**config.mk**
```make
export PLATFORM = sky130hd
export DESIGN_NAME = spit_orient
export DESIGN_NICKNAME = d
export VERILOG_FILES = /design/src/rtl/spit_pkg.sv /design/src/rtl/spit_orient.sv
export SDC_FILE = /design/constraint.sdc
export NUM_CORES = 2
export LEC_CHECK = 0
export BUFFER_PORTS_ARGS = -buffer_cell sky130_fd_sc_hd__buf_2
export CAP_MARGIN = 20
export CORE_MARGIN = 2
export CORE_UTILIZATION = 39
export CTS_BUF_LIST = sky130_fd_sc_hd__clkbuf_16
export CTS_CLUSTER_SIZE = 8
export DETAILED_ROUTE_END_ITERATION = 12
export RECOVER_POWER = 50
export SYNTH_ARGS = -nofsm -noshare
export SYNTH_HDL_FRONTEND = slang
export SYNTH_SLANG_ARGS = --single-unit
```
**constraint.sdc**
```tcl
create_clock -name clk -period 6.9 [get_ports clk]
set_input_delay 0.69 -clock clk [delete_from_list [all_inputs] [get_ports clk]]
set_output_delay 0.69 -clock clk [all_outputs]
set_load 0.05 [all_outputs]
```
**src/rtl/spit_pkg.sv**
```systemverilog
// Package with the shared types and constants of the segment pair intersection test.
package spit_pkg;

  localparam int unsigned OUT_TDATA_W = 8;
  localparam int unsigned HIT_BIT     = 0;

  typedef struct packed {
    logic s1;
    logic s2;
    logic s3;
  } spit_adv_t;

  typedef struct packed {
    logic pos;
    logic neg;
    logic in_box;
  } spit_orient_t;

endpackage

```
**src/rtl/spit_orient.sv**
```systemverilog
// Three stage orientation and bounding box unit for one point against one segment.
module spit_orient #(
  parameter int unsigned COORD_BITS = 16
) (
  input  logic                          clk,
  input  spit_pkg::spit_adv_t           adv,
  input  logic signed [COORD_BITS-1:0]  o_x,
  input  logic signed [COORD_BITS-1:0]  o_y,
  input  logic signed [COORD_BITS-1:0]  q_x,
  input  logic signed [COORD_BITS-1:0]  q_y,
  input  logic signed [COORD_BITS-1:0]  r_x,
  input  logic signed [COORD_BITS-1:0]  r_y,
  output spit_pkg::spit_orient_t        res
);

  localparam int unsigned DW = COORD_BITS + 1;
  localparam int unsigned PW = 2 * DW;

  logic signed [DW-1:0] ax_nxt, ay_nxt, bx_nxt, by_nxt;
  logic signed [DW-1:0] ax_r, ay_r, bx_r, by_r;
  logic                 box_nxt, box1_r, box2_r;
  logic signed [PW-1:0] l_r, m_r;
  spit_pkg::spit_orient_t res_r;

  always_comb begin
    ax_nxt  = DW'($signed(r_x)) - DW'($signed(o_x));
    ay_nxt  = DW'($signed(r_y)) - DW'($signed(o_y));
    bx_nxt  = DW'($signed(q_x)) - DW'($signed(o_x));
    by_nxt  = DW'($signed(q_y)) - DW'($signed(o_y));
    box_nxt = ((o_x <= r_x && r_x <= q_x) || (q_x <= r_x && r_x <= o_x))
           && ((o_y <= r_y && r_y <= q_y) || (q_y <= r_y && r_y <= o_y));
  end

  always_ff @(posedge clk) begin
    if (adv.s1) begin
      ax_r   <= ax_nxt;
      ay_r   <= ay_nxt;
      bx_r   <= bx_nxt;
      by_r   <= by_nxt;
      box1_r <= box_nxt;
    end
    if (adv.s2) begin
      l_r    <= PW'(ax_r) * PW'(by_r);
      m_r    <= PW'(ay_r) * PW'(bx_r);
      box2_r <= box1_r;
    end
    if (adv.s3) begin
      res_r.pos    <= (l_r > m_r);
      res_r.neg    <= (l_r < m_r);
      res_r.in_box <= box2_r;
    end
  end

  assign res = res_r;

endmodule

```
# Word level (Yosys, flattened, before mapping)
# Cells that the tools add are included.
# word_totals
register_bits,141
inputBits,100
output_inout_bits,3
elab_cells,34
# op_classes
add_sub_neg,4
multipliers,2
order_cmp,10
n_reduce_logical,7
# ops
operator,count
less-or-equal comparator 16 bit,8
multiplier 17 x 17 -> 34 bit,2
subtractor 16 x 16 -> 17 bit,4
> comparator 34 bit,1
< comparator 34 bit,1
logical AND 1 bit,5
logical OR 1 bit,2

# Longest topological paths before layout
# logic_depth
ltp_word,4
depth_mapped,23

# Worst setup path after synthesis
# Ideal clock, no wire load.
# synth_path
path_type,flip-flop to flip-flop
start,register ax_r[16]
end,register l_r[32] (data pin)
arrival_time_ns,6.103
required_time_ns,6.705
path_slack_ns,0.602
path_stages_with_launch,20
path_buffers,1
synth_period_minus_slack_ns,6.298
cell_sequence,edfxtp_1 -> clkbuf_1 -> nand2_1 -> inv_1 -> fa_1 -> fa_1 -> fa_1 -> fa_1 -> fa_1 -> inv_1 -> fa_1 -> inv_1 -> ha_1 -> a21oi_1 -> o221ai_1 -> or2_2 -> o221ai_1 -> a21o_1 -> or4b_1 -> o311ai_0
# synth_via
elab_chain_cells,1
# synth_lines
item,line_no,rtl
"start, declared",spit_orient.sv:20,"logic signed [DW-1:0] ax_r, ay_r, bx_r, by_r;"
"start signal, assigned",spit_orient.sv:36,ax_r <= ax_nxt;
multiplier 17 x 17 -> 34 bit,spit_orient.sv:43,l_r <= PW'(ax_r) * PW'(by_r);
"end signal, assigned",spit_orient.sv:43,
"end, declared",spit_orient.sv:22,"logic signed [PW-1:0] l_r, m_r;"
# Every way passes these cells.
# A chain may end at the register's enable or synchronous reset.

# Worst setup path in the final report
# layout_path
start,register bx_r[5]
end,register m_r[26] (data pin)
# layout_via
elab_chain_cells,1
# layout_lines
item,line_no,rtl
"start, declared",spit_orient.sv:20,
"start signal, assigned",spit_orient.sv:38,bx_r <= bx_nxt;
multiplier 17 x 17 -> 34 bit,spit_orient.sv:44,m_r <= PW'(ay_r) * PW'(bx_r);
"end signal, assigned",spit_orient.sv:44,
"end, declared",spit_orient.sv:22,
# Every way passes these cells.

==> reports/metrics.cfg <==
[global_route]
first_pass_grt_wire_length_mm=126.2
gr-usage-all-layers=0.1976
met3_usage=0.03070
grt_start_max_net_pins=70
grt_antenna_before_repair=15
grt_util_met2=0.3194
grt_remaining_overflow=0
top_usage_layer=met2
first_global_vias=23460
grt_use_met1=0.2827

[layout]
fin_nets=4416
area_growth_syn_to_layout_pct=9.742
finalCoreUtilization=0.4312
ratio_of_cells_with_drive_above_1_in_the_final_layout=0.07665

[floorplanning]
initial_utilization=0.3929
core_area_sq_um=78870
die_area_sq_um=81740
pin_count=103
fp-row-count=103
fp.dieH_um=285.9
floorplan.die.width_um=285.9

[route]
route.final.wire_length_mm=76.63
antenna_violating_nets_post_route=0
via_count=22316
detail_route.first_pass.iterations=5
drt_drc_violations_left=0
via_per_inst=4.973
wl_per_cell_um=17.08
drt_iter0_markers=1244

[timing]
setup_failing_eps_final=0
fmaxAchievable_mhz=152.0
period_share=0.9537
slew_viol_final=126
clock-skew-final_ps=17.61
final_hold_violations=0
timing_worst_slew_pin_value_ps=3977
max_slew_margin=-1.651
final_period_minus_worst_setup_slack_ps=6580

[worst_setup_path]
worst-r2r-setup-slack_ps=320
critical_path.endpoint_type=register
slowest_delay_ps=550
worst-path-buf-inv=4
crit_path_frequent_cell=fa_1
arrival_ps=6750
worst_r2r_startpoint=bx_r[5]
type_of_the_setup_path_with_the_least_slack=reg2reg
cpMaxStageDelayCell=edfxtp_1
worst_ep_required_time_ps=7070
crit_path_cells=and2_1 > fa_1 > inv_1 > fa_1 > fa_1 > fa_1 > inv_1 > fa_1 > inv_1 > fa_1 > inv_1 > ha_1 > and4_1 > a21oi_1 > nand3_1 > o311a_1 > or3_1 > a31oi_1 > or4b_2 > o2111ai_1
critical-path-top-delay-family=adder cells
worst_setup_path_start_kind=register
crit-reg2reg-capture=m_r[26]
ff2ff_path_depth=20
crit_path_max_fanout=12

[min_path]
timing.hold.worst.class=reg2reg
min_delay_path_depth=0
hold_path_startpoint=box2_r
timing.hold.worst_endpoint=res[0]

[clock_tree]
clock_sink_count=141
htreeDepth=4
clk-insertion-delay-late_ps=450
cts.reportedPaths.clkPinSlew_ps=70
root_buffer=clkbuf_16
count_of_hold_fix_buffers_inserted_at_cts=0
cts_tree=built
maximum_number_of_buffers_from_clock_root_to_sink=2
numCtsBuffers=17

[synth]
synth.yosys.seq_area_share=0.1366
synth.yosys.warnings=0
synth.cell_area_sq_um=30990
ys_seq_elements=141
ys_dominant_reg_cell=edfxtp_1
post_synth.cell_area_avg_sq_um=9.509
synth_cells=3259
synth_nets=4257
yosys.cell_types.count=69
edff_count_synth=141
asyncSetResetFlopFracSynth=0

[place]
place.detailed.hpwl_mm=65.29
io_buffers=102
gp_congestion=0.9157

[flow_run]
max_cap_violations=2

[status]
failed_checks=max-capacitance violations, max-slew violations
run_status=complete, but fails checks

[synthesized netlist by cell type, drive strengths merged, types with 42 or more instances]
cell type,n,area share
ha,302,0.12
and2,292,0.059
clkbuf,78,0.0094
nor3,45,0.0073
a21oi,88,0.014
nor2,113,0.014
edfxtp,141,0.14
o21ai,66,0.011
inv,801,0.097
fa,596,0.38
xnor2,87,0.025
nand2,311,0.038
a21o,42,0.010
[layer usage]
layer	vias up	part of all wire
met3	98	0.067
met1	11222	0.46
met4	10	0.016
li1	10411	-
met5	-	0.00085
met2	575	0.46
[metrics by stage]
| step | instance area, sq um | hold slack, ps | std cells | worst slack (ps) | TNS, ps |
|---|---|---|---|---|---|
| 5_1_grt | 34000 | 428.0 | 4481 | -1.039 | -1.039 |
| 2_1_floorplan | 30990 | 400.3 | 3259 | 602.4 | 0 |
| 3_5_place_dp | 33110 | 409.3 | 4411 | 361.2 | 0 |
| 4_1_cts | 33710 | 425.9 | 4443 | 276.1 | 0 |
| 3_3_place_gp | 33110 | 401.8 | 4411 | 415.5 | 0 |
| 6_report | 34010 | 422.9 | 4487 | 319.7 | 0 |
[sequential cells by signal (all words and copies together) (netlist names)]
name	count
res	3
ay_r	17
by_r	17
bx_r	17
box2_r	1
ax_r	17
m_r	34
box1_r	1
l_r	34
[placed cells by master (no fill, tap or decap), drive strengths merged, types with 7 or more instances in the layout]
| master | count |
|---|---|
| o311ai | 8 |
| o21a | 19 |
| a21oi | 88 |
| and3 | 13 |
| and2 | 292 |
| edfxtp | 141 |
| nand2b | 23 |
| a2111oi | 13 |
| inv | 805 |
| or3 | 9 |
| nor2 | 113 |
| xnor2 | 87 |
| ha | 302 |
| xor2 | 14 |
| nand2 | 311 |
| nand3 | 23 |
| buf | 208 |
| nor3 | 45 |
| a21boi | 9 |
| o211ai | 9 |
| nand4 | 17 |
| a21o | 42 |
| fa | 596 |
| nor2b | 18 |
| a211oi | 15 |
| a31oi | 7 |
| o21bai | 7 |
| clkbuf | 27 |
| o21ai | 66 |
| or2 | 9 |
[cell type report]
type                    instances  area [sq um]
diodes                          6         15.01
clock buffers                  17         425.4
clock inverters                15         171.4
fillers                      7818         44860
inverters                     801          3007
multi-input cells            2238         23460
flip-flops and latches        141          4234
well taps                    1050          1314
repair buffers                219          1389
[kinds of logic after synthesis]
group                      after synthesis  share of synthesized area
buffers and inverters                  880                     0.1066
and+or+nand+nor                        893                     0.1445
adders and majority gates              898                     0.5069
DFF                                    141                     0.1366
xor gates and xnor gates               101                    0.02854
AOI/OAI and AO/OA                      342                    0.07554
muxes                                    4                   0.001292
[repair_timing]
action	4_1_cts	5_1_grt
resized for setup	0	1
setup buffers	0	37
setup endpoints to repair	0	4
[worst max path at each step]
stage | cells after the start | slack, ps | startpoint | end
after floorplan | 19 | 600 | ax_r[16] | l_r[32]
after global placement | 21 | 420 | by_r[5] | l_r[32]
after detailed placement | 21 | 360 | by_r[5] | l_r[31]
after CTS | 21 | 280 | by_r[5] | l_r[32]
after global routing | 21 | -1 | by_r[9] | l_r[31]
final | 20 | 320 | bx_r[5] | m_r[26]
Power is left out: the tool's default activity adds up to more than one toggle a clock period on the data nets, which glitch-free logic cannot reach.
